==> config.mk <==
export PLATFORM = sky130hd
export DESIGN_NAME = tared_windowed_average_scale
export DESIGN_NICKNAME = d
export VERILOG_FILES = /design/src/hdl/twas_pkg.sv /design/src/hdl/twas_ring.sv /design/src/hdl/twas_div.sv /design/src/hdl/tared_windowed_average_scale.sv
export VERILOG_INCLUDE_DIRS = /design/src /design/src/hdl
export SDC_FILE = /design/constraint.sdc
export NUM_CORES = 1
export LEC_CHECK = 0
export ABC_AREA = 1
export BUFFER_PORTS_ARGS = -buffer_cell sky130_fd_sc_hd__buf_2
export CAP_MARGIN = 10
export CORE_MARGIN = 4
export CORE_UTILIZATION = 63
export DETAILED_ROUTE_END_ITERATION = 10
export GPL_TIMING_DRIVEN = 0
export PLACE_DENSITY = 0.89
export SLEW_MARGIN = 0
export SYNTH_ARGS = -nofsm -noshare
export SYNTH_HDL_FRONTEND = slang
export SYNTH_SLANG_ARGS = --single-unit
==> constraint.sdc <==
create_clock -name clk -period 3.7 [get_ports clk]
set_input_delay 0.37 -clock clk [delete_from_list [all_inputs] [get_ports clk]]
set_output_delay 0.37 -clock clk [all_outputs]
set_load 0.03 [all_outputs]
==> src/hdl/tared_windowed_average_scale_macros.svh <==
// Assertion macros for the scale RTL.
// Each macro expects clk and rst_n to be visible at the point of use.
`ifndef TARED_WINDOWED_AVERAGE_SCALE_MACROS_SVH
`define TARED_WINDOWED_AVERAGE_SCALE_MACROS_SVH

// Same-cycle implication, checked outside reset.
`define TWAS_ASSERT_IMP(lbl, ante, cons, msg) \
  lbl: assert property (@(posedge clk) disable iff (!rst_n) (ante) |-> (cons)) \
    else $error(msg);

// Next-cycle implication, checked outside reset.
`define TWAS_ASSERT_NXT(lbl, ante, cons, msg) \
  lbl: assert property (@(posedge clk) disable iff (!rst_n) (ante) |=> (cons)) \
    else $error(msg);

`endif

==> src/hdl/twas_pkg.sv <==
`default_nettype none

package twas_pkg;

  localparam int WINDOW   = 20;
  localparam int SAMPLE_W = 12;
  localparam int ZERO_W   = SAMPLE_W + 1;
  localparam int SLOT_W   = (WINDOW > 1) ? $clog2(WINDOW) : 1;
  localparam int CNT_W    = $clog2(WINDOW + 1);
  localparam int SUM_W    = SAMPLE_W + $clog2(WINDOW);
  localparam int STEP_W   = $clog2(SUM_W + 1);

  typedef enum logic [1:0] {
    DISP_NONE   = 2'd0,
    DISP_NORMAL = 2'd1,
    DISP_DIRTY  = 2'd2,
    DISP_NASTY  = 2'd3
  } disp_t;

  typedef struct packed {
    logic busy;
    logic done;
  } div_stat_t;

endpackage

`default_nettype wire

==> src/hdl/twas_ring.sv <==
`default_nettype none

module twas_ring
  import twas_pkg::*;
(
  input  wire logic                clk,
  input  wire logic                wr_en,
  input  wire logic [SLOT_W-1:0]   wr_addr,
  input  wire logic [SAMPLE_W-1:0] wr_data,
  input  wire logic [SLOT_W-1:0]   rd_addr,
  output logic      [SAMPLE_W-1:0] rd_data
);

  logic [SAMPLE_W-1:0] mem_r [WINDOW];
  logic [SAMPLE_W-1:0] rd_data_r;

  always_ff @(posedge clk) begin
    if (wr_en) begin
      mem_r[wr_addr] <= wr_data;
    end
    rd_data_r <= mem_r[rd_addr];
  end

  assign rd_data = rd_data_r;

endmodule

`default_nettype wire

==> src/hdl/twas_div.sv <==
`default_nettype none

module twas_div
  import twas_pkg::*;
(
  input  wire logic             clk,
  input  wire logic             rst_n,
  input  wire logic             start,
  input  wire logic [SUM_W-1:0] dividend,
  input  wire logic [CNT_W-1:0] divisor,
  output div_stat_t             stat,
  output logic      [SUM_W-1:0] quotient
);

  logic              busy_r;
  logic              done_r;
  logic [STEP_W-1:0] step_r;
  logic [CNT_W-1:0]  rem_r;
  logic [CNT_W-1:0]  dvs_r;
  logic [SUM_W-1:0]  quo_r;

  logic [CNT_W:0]    rem_sh;
  logic [CNT_W+1:0]  diff;
  logic              fits;

  // Restoring division: one quotient bit per cycle, dividend bits enter from the top.
  assign rem_sh = {rem_r, quo_r[SUM_W-1]};
  assign diff   = {1'b0, rem_sh} - {2'b00, dvs_r};
  assign fits   = ~diff[CNT_W+1];

  always_ff @(posedge clk) begin
    if (!rst_n) begin
      busy_r <= 1'b0;
      done_r <= 1'b0;
    end else begin
      done_r <= !start && busy_r && (step_r == STEP_W'(SUM_W - 1));
      if (start) begin
        busy_r <= 1'b1;
        step_r <= '0;
        rem_r  <= '0;
        dvs_r  <= divisor;
        quo_r  <= dividend;
      end else if (busy_r) begin
        rem_r  <= fits ? diff[CNT_W-1:0] : rem_sh[CNT_W-1:0];
        quo_r  <= {quo_r[SUM_W-2:0], fits};
        step_r <= step_r + 1'b1;
        if (step_r == STEP_W'(SUM_W - 1)) begin
          busy_r <= 1'b0;
        end
      end
    end
  end

  assign stat.busy = busy_r;
  assign stat.done = done_r;
  assign quotient  = quo_r;

endmodule

`default_nettype wire

==> src/hdl/tared_windowed_average_scale.sv <==
// Tared windowed average scale.
// Input channel (in_valid / in_stall): one beat per loop tick, carrying the
// 12-bit sample and the five button levels. A beat is taken when in_valid is
// high and in_stall is low; in_stall is high from the cycle after a beat is
// taken until its result has been loaded into the output register.
// Output channel (out_valid / out_stall): one beat per input beat, carrying
// zeroed, is_tared and dispense. The result register holds while out_stall
// is high, and a new input beat may be taken while it still waits.
// Each item stores its sample in the window ring, then the ring is read one
// entry per cycle into an accumulator, then a restoring divider produces the
// average one bit per cycle, then a final step forms the result and loads it
// once the output register is free. A new item is taken only once the
// previous result has been loaded into the output register.
// Synchronous active-low reset empties the window, clears the tare offset and
// tared flag, drops out_valid and leaves in_stall low; no clearing pass is
// needed since entries are read only after they were written.
`default_nettype none

module tared_windowed_average_scale
  import twas_pkg::*;
(
  input  wire logic                     clk,
  input  wire logic                     rst_n,
  input  wire logic                     in_valid,
  output logic                          in_stall,
  input  wire logic [SAMPLE_W-1:0]      in_sample,
  input  wire logic                     in_tare_button,
  input  wire logic                     in_reset_button,
  input  wire logic                     in_normal_button,
  input  wire logic                     in_dirty_button,
  input  wire logic                     in_nasty_button,
  output logic                          out_valid,
  input  wire logic                     out_stall,
  output logic signed [ZERO_W-1:0]      out_zeroed,
  output logic                          out_is_tared,
  output logic [1:0]                    out_dispense
);

`include "tared_windowed_average_scale_macros.svh"

  typedef enum logic [1:0] {S_IDLE, S_SUM, S_DIV, S_FIN} state_t;

  state_t              state_r;
  logic [SLOT_W-1:0]   slot_r;
  logic                filled_r;
  logic [SAMPLE_W-1:0] offset_r;
  logic                tared_r;
  logic [CNT_W-1:0]    cnt_r;
  logic [CNT_W-1:0]    idx_r;
  logic                rd_vld_r;
  logic [SUM_W-1:0]    acc_r;
  logic                tare_b_r;
  logic                rst_b_r;
  logic                normal_b_r;
  logic                dirty_b_r;
  logic                nasty_b_r;
  logic                out_valid_r;
  logic [ZERO_W-1:0]   out_zeroed_r;
  logic                out_tared_r;
  disp_t               out_disp_r;

  logic                accept;
  logic                wrap;
  logic [SLOT_W-1:0]   slot_nxt;
  logic                filled_nxt;
  logic [CNT_W-1:0]    cnt_nxt;
  logic                issue;
  logic                div_start;
  logic [SAMPLE_W-1:0] rd_data;
  div_stat_t           div_stat;
  logic [SUM_W-1:0]    quotient;
  logic [SAMPLE_W-1:0] avg;
  logic [SAMPLE_W-1:0] avg_post;
  logic [ZERO_W-1:0]   zeroed;
  logic                tared_pre;
  disp_t               disp;
  logic                tared_post;
  logic [SAMPLE_W-1:0] offset_post;
  logic                out_free;

  assign in_stall = (state_r != S_IDLE);
  assign accept   = in_valid && !in_stall;

  // Write slot advance; the window counts as full once the slot wraps.
  assign wrap       = (slot_r == SLOT_W'(WINDOW - 1));
  assign slot_nxt   = wrap ? '0 : slot_r + 1'b1;
  assign filled_nxt = filled_r | wrap;
  assign cnt_nxt    = filled_nxt ? CNT_W'(WINDOW) : CNT_W'(slot_nxt);

  assign issue     = (state_r == S_SUM) && (idx_r < cnt_r);
  assign div_start = (state_r == S_SUM) && !issue && !rd_vld_r;

  twas_ring u_ring (
    .clk     (clk),
    .wr_en   (accept),
    .wr_addr (slot_r),
    .wr_data (in_sample),
    .rd_addr (idx_r[SLOT_W-1:0]),
    .rd_data (rd_data)
  );

  twas_div u_div (
    .clk      (clk),
    .rst_n    (rst_n),
    .start    (div_start),
    .dividend (acc_r),
    .divisor  (cnt_r),
    .stat     (div_stat),
    .quotient (quotient)
  );

  // The average never exceeds the largest sample, so the low bits hold it.
  assign avg       = quotient[SAMPLE_W-1:0];
  assign zeroed    = {1'b0, avg} - {1'b0, offset_r};
  assign avg_post  = rst_b_r ? '0 : avg;
  assign tared_pre = rst_b_r ? 1'b0 : tared_r;

  always_comb begin
    disp = DISP_NONE;
    if (!tare_b_r && tared_pre) begin
      if (normal_b_r) begin
        disp = DISP_NORMAL;
      end else if (dirty_b_r) begin
        disp = DISP_DIRTY;
      end else if (nasty_b_r) begin
        disp = DISP_NASTY;
      end
    end
  end

  assign tared_post  = tare_b_r ? 1'b1 : (tared_pre && (disp == DISP_NONE));
  assign offset_post = tare_b_r ? avg_post : (rst_b_r ? '0 : offset_r);
  assign out_free    = !out_valid_r || !out_stall;

  always_ff @(posedge clk) begin
    if (!rst_n) begin
      state_r     <= S_IDLE;
      slot_r      <= '0;
      filled_r    <= 1'b0;
      offset_r    <= '0;
      tared_r     <= 1'b0;
      rd_vld_r    <= 1'b0;
      out_valid_r <= 1'b0;
    end else begin
      if ((state_r == S_FIN) && out_free) begin
        out_valid_r <= 1'b1;
      end else if (!out_stall) begin
        out_valid_r <= 1'b0;
      end
      unique case (state_r)
        S_IDLE: begin
          if (accept) begin
            slot_r     <= slot_nxt;
            filled_r   <= filled_nxt;
            cnt_r      <= cnt_nxt;
            idx_r      <= '0;
            rd_vld_r   <= 1'b0;
            acc_r      <= '0;
            tare_b_r   <= in_tare_button;
            rst_b_r    <= in_reset_button;
            normal_b_r <= in_normal_button;
            dirty_b_r  <= in_dirty_button;
            nasty_b_r  <= in_nasty_button;
            state_r    <= S_SUM;
          end
        end
        S_SUM: begin
          // Read data arrives in the cycle after its address is issued.
          rd_vld_r <= issue;
          if (issue) begin
            idx_r <= idx_r + 1'b1;
          end
          if (rd_vld_r) begin
            acc_r <= acc_r + SUM_W'(rd_data);
          end
          if (div_start) begin
            state_r <= S_DIV;
          end
        end
        S_DIV: begin
          if (div_stat.done) begin
            state_r <= S_FIN;
          end
        end
        S_FIN: begin
          if (out_free) begin
            out_zeroed_r <= zeroed;
            out_tared_r  <= tared_post;
            out_disp_r   <= disp;
            offset_r     <= offset_post;
            tared_r      <= tared_post;
            if (rst_b_r) begin
              slot_r   <= '0;
              filled_r <= 1'b0;
            end
            state_r <= S_IDLE;
          end
        end
        default: begin
          state_r <= S_IDLE;
        end
      endcase
    end
  end

  assign out_valid    = out_valid_r;
  assign out_zeroed   = $signed(out_zeroed_r);
  assign out_is_tared = out_tared_r;
  assign out_dispense = out_disp_r;

  `TWAS_ASSERT_IMP(a_cnt_range, state_r == S_SUM, (cnt_r != '0) && (cnt_r <= CNT_W'(WINDOW)), "window count out of range")
  `TWAS_ASSERT_IMP(a_slot_range, 1'b1, {1'b0, slot_r} < (SLOT_W + 1)'(WINDOW), "write slot beyond window")
  `TWAS_ASSERT_NXT(a_accept_sum, accept, state_r == S_SUM, "accepted beat did not start summing")
  `TWAS_ASSERT_IMP(a_fin_idle_div, state_r == S_FIN, !div_stat.busy, "divider busy in final step")
  `TWAS_ASSERT_NXT(a_fin_out, (state_r == S_FIN) && out_free, out_valid && (state_r == S_IDLE), "result not presented")

endmodule

`default_nettype wire

==> results of run 1 <==
## power groups by stage
stage,combinational (uW),sequential [uW],clock [uW]
after floorplan,2400,5130,0
after global placement,3190,5160,0
after detailed placement,3390,5180,0
after CTS,3480,5100,3650
after global routing,3950,5130,3840
final,3580,5100,3650
## layer usage
layer / routed length [um] / track usage (%) / vias up
met5: 0 / 0 / -
met4: 2500 / 15.5 / 0
met3: 3930 / 4.70 / 202
met2: 19300 / 47.7 / 823
met1: 14000 / 32.7 / 5598
li1: - / - / 5537
## metrics by stage
step	std cells	TNS, ns	area [um2]
floorplan	1628	0	16200
global placement	1996	-4.99	16800
detailed placement	1997	0	16800
CTS	2061	0	18000
global route	2063	0	18000
finish	2063	0	18000
## registers in the layout, summed over array words and instances, names as in the netlist, 2 cells and up
name            count
u_div.rem_r         5
u_ring.rd_data     12
acc_r              17
idx_r               5
u_div.dvs_r         5
state_r             2
u_div.quotient     17
u_ring.mem_r      240
offset_r           12
cnt_r               5
out_dispense        2
u_div.step_r        5
out_zeroed         13
slot_r              5
## cells by family (layout without fill, tap and decap cells)
group           count (synthesis)  in the layout  share of synthesized area (%)
flops                         357            357                           64.0
compound gates                167            167                           5.38
buf+inv                       247            352                           6.41
fa+ha+maj                      47             47                           3.77
xor+xnor                       14             14                          0.758
simple gates                  796            796                           19.7
## path summary, 6_finish.rpt
kind | start | to | slack (ns) | depth (start not counted)
max | idx_r[1] | u_div.quotient[10] | 0.92 | 10
min | in_tare_button | tare_b_r | 0.02 | 1
max reg2reg | idx_r[1] | u_div.quotient[10] | 0.92 | 10
min reg2reg | cnt_r[2] | u_div.dvs_r[2] | 0.46 | 0
## layout make-up
type	instances	area (um2)	area share, %
Sequential cell	357	10300	57.5
Multi-Input combinational cell	1024	4800	26.6
Clock buffer	53	1030	5.71
Inverter	190	716	3.98
Tap cell	330	413	2.29
Buffer	57	322	1.79
Timing Repair Buffer	41	220	1.22
Clock inverter	11	159	0.883
## critical path: cells and delay by family (launching register included)
family | cells | cell delay, ns
buffers and inverters | 3 | 0.65
AO/OA/AOI/OAI | 1 | 0.53
adder cells (fa/ha/maj) | 1 | 0.34
AND/OR/NAND/NOR | 5 | 0.45
flip-flops | 1 | 0.52
## placed cells by master (no fill, tap or decap), types with 2 or more instances in the layout
| master | netlist | final |
|---|---|---|
| nand2_1 | 460 | 460 |
| edfxtp_1 | 320 | 320 |
| nor2_1 | 210 | 209 |
| inv_1 | 185 | 185 |
| nand3_1 | 92 | 92 |
| o21ai_0 | 72 | 72 |
| buf_2 | 29 | 67 |
| a21oi_1 | 60 | 59 |
| ha_1 | 44 | 44 |
| clkbuf_16 | 0 | 38 |
| dfxtp_1 | 37 | 37 |
| clkbuf_1 | 14 | 27 |
| o21ai_1 | 15 | 15 |
| o22ai_1 | 13 | 13 |
| nor3_1 | 10 | 10 |
| xor2_1 | 10 | 10 |
| buf_4 | 7 | 9 |
| or2_2 | 9 | 9 |
| nand3b_1 | 6 | 6 |
| buf_6 | 6 | 6 |
| clkinv_1 | 3 | 6 |
| nand4_1 | 4 | 4 |
| xnor2_1 | 4 | 4 |
| fa_1 | 3 | 3 |
| a31oi_1 | 2 | 2 |
| nor2_2 | 1 | 2 |
| and2_1 | 2 | 2 |
| clkbuf_8 | 0 | 2 |
| clkinv_2 | 0 | 2 |
| bufinv_16 | 0 | 2 |
## cell usage after synthesis (4+ instances only)
library cell  count  area, um2
a21oi_1          60        300
buf_2            29        145
buf_4             7       52.6
buf_6             6       67.6
clkbuf_1         14       52.6
dfxtp_1          37        741
edfxtp_1        320       9610
ha_1             44        551
inv_1           185        694
nand2_1         460       1730
nand3_1          92        460
nand3b_1          6       45.0
nand4_1           4       25.0
nor2_1          210        788
nor3_1           10       50.1
o21ai_0          72        360
o21ai_1          15       75.1
o22ai_1          13       81.3
or2_2             9       56.3
xnor2_1           4       35.0
xor2_1           10       87.6
==> summary.md, run 1 <==
| Metric | Value |
|---|---|
| Status | `finished clean` |
| Synthesized area per cell | `9.94 um2` |
| Worst path most repeated cell | `nand2_1` |
| Crit-path max FO | `18` |
| Largest net degree at the start of global routing | `21` |
| Max incr delay on CP | `0.53 ns` |
| Sw power | `4260 uW` |
| Max-slew violations | `0` |
| Crit path kind | `reg -> reg` |
| Post-synthesis async set-or-reset flop share | `0%` |
| PostCTS Resize Cnt | `0` |
| Cell Rows | `58` |
| Setup repair bufs after CTS | `0` |
| Number of hold buffers added after cts | `0` |
| Final #Nets | `1,776` |
| First-pass DRT Iterations | `8` |
| CTS tree | `yes` |
| Main synth FF type | `edfxtp_1` |
| Static leakage | `0.00742 uW` |
| Sequential share of the synthesized area | `64.0%` |
| Core region area | `25,300 um2` |
| Via count | `12.2k` |
| Number of CTS-inserted buffers | `37` |
| Max Fclk | `0.359 GHz` |
| RSZ-0062 raised after global routing | `false` |
| First-pass GRT wire length | `61,400 um` |
| Post-Syn Nets | `1,696` |
| CTS sink count | `357` |
| Clock root cell | `clkbuf_16` |
| Fin crit share | `75.2%` |
| Total wire length | `39,800 um` |
| Comb power frac | `29.0%` |
| DRT antenna net count | `0` |
| Die X | `168 um` |
| Worst EP arrival | `3.02 ns` |
| DPL Wire Length | `26,200 um` |
| Total DRC errors in the routed layout | `0` |
| Clock Path Buffers | `3` |
| WP data required | `3.94 ns` |
| Die height | `168 um` |
| Clock power share | `29.6%` |
| Least-Margin Pin Slew | `1.22 ns` |
| Overall power | `12,300 uW` |
| HP Class | `in -> reg` |
| Antenna violations before repair | `0` |
| P per Cell Area | `685 nW/um2` |
| Fin Hold WS | `0.0235 ns` |
| Final Hold Viols | `0` |
| H-tree depth | `2` |
| Worst Skew | `0.0202 ns` |
| Core Util, Final | `71.3%` |
| Post-synth EDFFs | `320` |
| Worst path cell trace | `ha_1 > nand2_1 > nor2_1 > nand2_1 > nand3_1 > nand2_1 > buf_4 > buf_4 > a21oi_2 > buf_8` |
| Initial DRC Count | `1,519` |
| # fillers | `1,638` |
| Int Pwr | `8080 uW` |
| Die footprint | `28,300 um2` |
| CP endpoint kind | `register` |
| Via/cell ratio | `5.89` |
| Clk pin slew, worst setup/hold paths | `0.06 ns` |
| MaxCap Viol Count | `0` |
| Worst skew pair latency | `0.55 ns` |
| I/O Buffers | `38` |
| CP startpoint kind | `register` |
| Yosys reg bits | `357` |
| Net Sw Frac | `34.5%` |
| Via count of the first global-routing pass | `11.9k` |
| Fin crit period | `2.78 ns` |
| Post-route worst setup slack | `0.918 ns` |
| Mapped Cells | `1,628` |
| Starting Density | `64.1%` |
| Yosys cell types | `36` |
| Antenna Cells | `0` |
| Pre-CTS setup slack | `0.987 ns` |
| CP max-delay cell | `a21oi_2` |
| Portion of total power attributed to sequential cells | `41.4%` |
| Share of cells above drive strength 1 | `8.42%` |
| Grt total ovfl | `0` |
| Yosys warnings | `0` |
| Max VDD drop | `0.000461 V` |
| Ports | `39` |
| Endpoints failing setup | `0` |
| Synth Cell Area | `16,200 um2` |
| Final Wtd Congestion | `0.932` |
| Area Overhead vs Synth | `11.3%` |
| All-Layer GR Usage | `27.6%` |
| Max-slew headroom | `18.4%` |
| DR WL/cell | `19.3 um` |
No activity file was read; power rests on OpenSTA's default activity.
==> run 2, diff against run 1 <==
- ABC_AREA: 1 -> 0
- CORE_UTILIZATION: 63 -> 56
- PLACE_DENSITY: 0.89 -> 0.85
- clock period: 3.7 -> 2.5 ns (I/O delays scaled with it)
==> summary.md, run 2 <==
| Metric | Value |
|---|---|
| Initial DRC Count | `874` |
| Largest area contributor in the netlist | `edfxtp_1` |
| WP data required | `2.66 ns` |
| # fillers | `1,688` |
| Final Hold Viols | `0` |
| Overall power | `17,700 uW` |
| Share of cells above drive strength 1 | `20.7%` |
| Max VDD drop | `0.000749 V` |
| DR WL/cell | `22.8 um` |
| Ports | `39` |
| Static leakage | `0.00585 uW` |
| Antenna Cells | `0` |
| Mapped Cells | `934` |
| Largest reg by FF count | `u_ring.mem_r` |
| Grt total ovfl | `0` |
| Worst path top cell family by delay | `simple AND/OR/NAND/NOR gates` |
| Final Wtd Congestion | `0.845` |
| Yosys reg bits | `357` |
| Area Overhead vs Synth | `13.5%` |
| Pre-CTS setup slack | `-0.276 ns` |
| First-pass DRT Iterations | `8` |
| CTS sink count | `357` |
| Least-Margin Pin Slew | `0.888 ns` |
| Endpoints failing setup | `84` |
| Main synth FF type | `edfxtp_1` |
| Portion of total power attributed to sequential cells | `42.8%` |
| Worst EP arrival | `2.75 ns` |
| P per Cell Area | `1030 nW/um2` |
| CP startpoint kind | `register` |
| Fin crit period | `2.59 ns` |
| Largest net degree at the start of global routing | `21` |
| Via count | `8,428` |
| DP Area | `15,800 um2` |
| All-Layer GR Usage | `21.8%` |
| Core Util, Final | `65.2%` |
| Final Instance Area | `17,200 um2` |
| Starting Density | `57.5%` |
| I/O Buffers | `37` |
| CP max-delay cell | `nor2_2` |
| Yosys cell types | `58` |
| R2R cell count | `5` |
| HP Class | `in -> reg` |
| Synth Cell Area | `15,100 um2` |
| Status | `finished, violations left` |
| DRT antenna net count | `0` |
| Register Area | `10,300 um2` |
| Net Sw Frac | `29.9%` |
| RSZ-0062 raised after global routing | `true` |
| Post-synth EDFFs | `320` |
| Clk pin slew, worst setup/hold paths | `0.06 ns` |
| R2r startpoint | `state_r[0]` |
| Register-to-register setup slack | `-0.09 ns` |
| Crit path kind | `reg -> reg` |
| Die footprint | `29,700 um2` |
| Commonest cells after routing, fill and taps aside | `320 x edfxtp_1, 66 x nor2_1, 60 x mux4_2` |
| Total wire length | `31,400 um` |
| Sw power | `5290 uW` |
| Int Pwr | `12,400 uW` |
| Min-delay src | `in_sample[11]` |
| Clock root cell | `clkbuf_16` |
| Sequential share of the synthesized area | `68.3%` |
| Worst skew pair latency | `0.54 ns` |
| Max-slew violations | `0` |
| Comb power frac | `27.4%` |
| Worst path cell trace | `inv_1 > ha_1 > clkbuf_1 > nand3_1 > nor2_2` |
| Via count of the first global-routing pass | `8,665` |
| MaxCap Viol Count | `0` |
| Post-synthesis async set-or-reset flop share | `0%` |
| Die height | `172 um` |
| Most common cell after layout, fill and taps aside | `edfxtp_1` |
| Cell Rows | `59` |
| Largest register FFs | `240` |
| Total DRC errors in the routed layout | `0` |
| Final #Nets | `1,088` |
| Post-Syn Nets | `1,002` |
| Yosys warnings | `0` |
| Max Fclk | `0.386 GHz` |
| First-pass GRT wire length | `49,000 um` |
| Via/cell ratio | `6.10` |
| WP buf/inv | `2` |
| Synthesized area per cell | `16.2 um2` |
| Max incr delay on CP | `0.76 ns` |
| Top cells by area, synth | `edfxtp_1 63%, mux4_2 8.9%, dfxtp_1 4.9%, ha_1 3.6%, nor2_1 2.2%` |
| Synth top cells by count | `320 x edfxtp_1, 88 x nor2_1, 60 x mux4_2` |
| Synth top area share | `63.5%` |
| Min-Delay Path Depth | `1` |
| Number of CTS-inserted buffers | `36` |
| H-tree depth | `2` |
| Crit-path max FO | `12` |
| Antenna violations before repair | `0` |
| Die X | `172 um` |
| Fin crit share | `104%` |
| Max-slew headroom | `40.6%` |
| CTS tree | `yes` |
| Min-Delay Endpoint | `u_ring.mem_r[1][11]` |
| DPL Wire Length | `19,800 um` |
| Clock power share | `29.8%` |
| Most common cell in the synthesized netlist | `edfxtp_1` |
| Clock Path Buffers | `3` |
| CP endpoint kind | `register` |
| Multi-input gate area | `4610 um2` |
| FF-to-FF End | `u_ring.mem_r[9][10]` |
| Failing checks | `negative setup slack` |
| Core region area | `26,400 um2` |
| Post-route worst setup slack | `-0.0885 ns` |
| Worst Skew | `0.0297 ns` |
[run 2: changes by cell type in the layout (fill, tap and decap cells not counted), sizes merged, moves of 16 or more]
cell,change
nand2,-443
inv,-141
nor2,-123
nand3,-72
o21ai,-62
mux4,+60
a21oi,-35
buf,-33
mux2i,+31
nor2b,+22
mux2,+16
[run 2: how the worst max path moves through the flow]
stage	start	endpoint	slack (ns)	cells past startpoint
floorplan	state_r[0]	acc_r[0]	0.14	7
global placement	state_r[1]	u_div.quotient[8]	-0.22	8
detailed placement	state_r[1]	u_div.quotient[7]	-0.28	8
CTS	state_r[0]	u_ring.mem_r[2][2]	-0.22	5
global route	state_r[0]	u_ring.mem_r[5][5]	-0.21	5
finish	state_r[0]	u_ring.mem_r[9][10]	-0.09	5
[run 2: repair_timing]
item                                    in CTS  in global routing
endpoints found under the setup margin     286                303
setup buffers                                1                  3
gates resized for setup                     17                 39
endpoints found under the hold margin        6                  0
hold buffers                                 6                  0
pin swaps                                    1                  4
cloned                                       1                  0
[run 2: power groups by stage]
stage	Clock, uW	Sequential, uW	Combinational, uW
floorplan	0	7560	3440
global placement	0	7640	4390
detailed placement	0	7680	4550
CTS	5340	7570	4710
global route	5610	7620	5330
finish	5280	7570	4840
[run 2: kinds of logic (layout without fill, tap and decap cells)]
kind of cell | Yosys count | count (layout) | share of synthesized area, %
compound gates | 118 | 119 | 5.30
mux | 107 | 107 | 12.3
flops | 357 | 357 | 68.3
fa+ha+maj | 47 | 47 | 4.03
buf+inv | 83 | 194 | 2.26
simple gates | 197 | 197 | 6.30
xor+xnor | 25 | 25 | 1.45
[run 2: final cells by class]
cell class                 instances  area share (%)
sequential                       357            60.2
clock buffer                      54            5.99
timing repair buffer              47            1.67
inverter                          49            1.09
multi-input combinational        495            26.8
tap                              335            2.44
buffer                            34           0.968
clock inverter                    10           0.757
[run 2: per-stage QoR]
stage / std cells / hold slack, ns / TNS [ns]
final: 1381 / 0.145 / -3.32
after global routing: 1381 / 0.148 / -22.17
after CTS: 1378 / 0.133 / -18.68
after detailed placement: 1306 / 0.428 / -48.53
after global placement: 1306 / 0.433 / -31.23
after floorplan: 934 / 0.349 / 0
[run 2: metal layers]
metal | routed length (um) | global-route usage (%)
met3 | 2080 | 3.50
met5 | 0 | 0
met2 | 15900 | 37.6
met4 | 1030 | 7.66
met1 | 12400 | 28.3
[run 2: worst register-to-register path: cells and delay by family (launching register included)]
| family | cells | cell delay (ns) |
|---|---|---|
| DFF | 1 | 0.33 |
| adders and majority gates | 1 | 0.15 |
| and+or+nand+nor | 2 | 1.27 |
| buffers and inverters | 2 | 0.47 |
==> run 3, diff against run 2 <==
- CORE_UTILIZATION: 56 -> 65
- PLACE_DENSITY: 0.85 -> 0.91
- clock period: 2.5 -> 3.17 ns (I/O delays scaled with it)
==> summary.md, run 3 (synthesized netlist as in run 2, its figures left out) <==
| Metric | Value |
|---|---|
| Die footprint | `25,800 um2` |
| CTS sink count | `357` |
| Core region area | `22,800 um2` |
| Number of CTS-inserted buffers | `36` |
| Final Wtd Congestion | `0.854` |
| Final #Nets | `1,088` |
| Multi-input gate area | `4450 um2` |
| Max-slew headroom | `12.3%` |
| Fin crit period | `2.77 ns` |
| Post-route worst setup slack | `0.403 ns` |
| Worst Skew | `0.0292 ns` |
| Total wire length | `32,500 um` |
| Status | `finished clean` |
| HP Class | `in -> reg` |
| MaxCap Viol Count | `0` |
| DR WL/cell | `23.9 um` |
| Clk pin slew, worst setup/hold paths | `0.06 ns` |
| Largest register FFs | `240` |
| Worst skew pair latency | `0.54 ns` |
| Clock Path Buffers | `3` |
| Endpoints failing setup | `0` |
| Antenna violations before repair | `0` |
| Die height | `161 um` |
| Via count of the first global-routing pass | `8,784` |
| Area Overhead vs Synth | `11.9%` |
| Max VDD drop | `0.000691 V` |
| Grt total ovfl | `0` |
| Via count | `8,598` |
| Crit path kind | `reg -> reg` |
| Layout Cells excl Fill | `1,360` |
| DPL Wire Length | `20,400 um` |
| Worst EP arrival | `2.90 ns` |
| DRT antenna net count | `0` |
| All-Layer GR Usage | `25.8%` |
| Total DRC errors in the routed layout | `0` |
| Initial DRC Count | `1,027` |
| Commonest cells after routing, fill and taps aside | `320 x edfxtp_1, 88 x nor2_1, 60 x mux4_2` |
| Setup TNS | `0 ns` |
| Die X | `161 um` |
| # fillers | `1,270` |
| CP startpoint kind | `register` |
| Starting Density | `66.5%` |
| Clock root cell | `clkbuf_16` |
| Antenna Cells | `0` |
| P per Cell Area | `811 nW/um2` |
| First-pass DRT Iterations | `5` |
| Crit-path max FO | `12` |
| Register Area | `10,300 um2` |
| H-tree depth | `2` |
| CTS tree | `yes` |
| CP endpoint kind | `register` |
| WP data required | `3.30 ns` |
| Via/cell ratio | `6.32` |
| Final Hold Viols | `0` |
| Fin Hold WS | `0.0865 ns` |
| Least-Margin Pin Slew | `1.31 ns` |
| Placed Instances | `1,285` |
| Static leakage | `0.00581 uW` |
| Most common cell after layout, fill and taps aside | `edfxtp_1` |
| RSZ-0062 raised after global routing | `false` |
| Cell Rows | `55` |
| First-pass GRT wire length | `50,600 um` |
| Max Fclk | `0.361 GHz` |
| Largest reg by FF count | `u_ring.mem_r` |
| I/O Buffers | `37` |
| Fin crit share | `87.3%` |
| Largest net degree at the start of global routing | `28` |
| Max-slew violations | `0` |
| Pre-CTS setup slack | `0.0409 ns` |
| Share of cells above drive strength 1 | `17.7%` |
| Ports | `39` |
run 3: changes by cell type in the layout (fill, tap and decap cells not counted), moves of 4 or more:
cell      change
clkbuf_8      -4
nor2_1       +22
nor2_4        -9
nor2_2       -13
buf_6         +4
a21oi_2       -5
clkinv_2      +7
clkbuf_2      -6
a21oi_1       +5
run 3: layout make-up:
class	instances	area share (%)
Sequential cell	357	61.1
Multi-Input combinational cell	494	26.3
Clock buffer	45	5.52
Tap cell	313	2.31
Timing Repair Buffer	48	1.74
Inverter	49	1.09
Clock inverter	20	1.03
Buffer	34	0.938
run 3: critical path, cell delays in order (launching register included):
cell and delay (ns):
dfxtp_1 0.33, inv_1 0.11, ha_1 0.17, clkbuf_1 0.36, nand3_1 0.33, nor2_1 1.07
run 3: final timing paths:
path | cells past startpoint | startpoint | end | slack (ns)
worst max-delay path | 5 | state_r[0] | u_ring.mem_r[11][4] | 0.40
worst min-delay path | 3 | out_stall | out_valid | 0.09
worst max register to register | 5 | state_r[0] | u_ring.mem_r[11][4] | 0.40
worst min register to register | 0 | cnt_r[3] | u_div.dvs_r[3] | 0.45
run 3: what timing repair did:
item	CTS	global route
hold buffers	5	0
setup endpoints to repair	0	27
buffers inserted	0	0
endpoints found under the hold margin	5	0
gates resized for setup	0	1
run 3: metal layers:
| metal | wire, um | up-vias | GRT usage, % |
|---|---|---|---|
| li1 | - | 3797 | - |
| met1 | 11900 | 4236 | 32.9 |
| met2 | 16700 | 483 | 44.7 |
| met3 | 2590 | 82 | 4.39 |
| met4 | 1340 | 0 | 9.82 |
| met5 | 0 | - | 0 |
run 3: report_power, final:
group	switching (uW)	total [uW]	internal, uW
sequential	263	5970	5700
clock	1780	4060	2280
combinational	2140	3720	1580
total	4170	13700	9570
run 3: per-stage QoR:
stage | utilization [%] | instance area (um2) | power (uW)
final | 74.4 | 16900 | 13700
after global routing | 74.4 | 16900 | 14400
after CTS | 74.2 | 16900 | 13800
after detailed placement | 69.1 | 15700 | 9680
after global placement | 69.0 | 15700 | 9470
after floorplan | - | 15100 | 8670
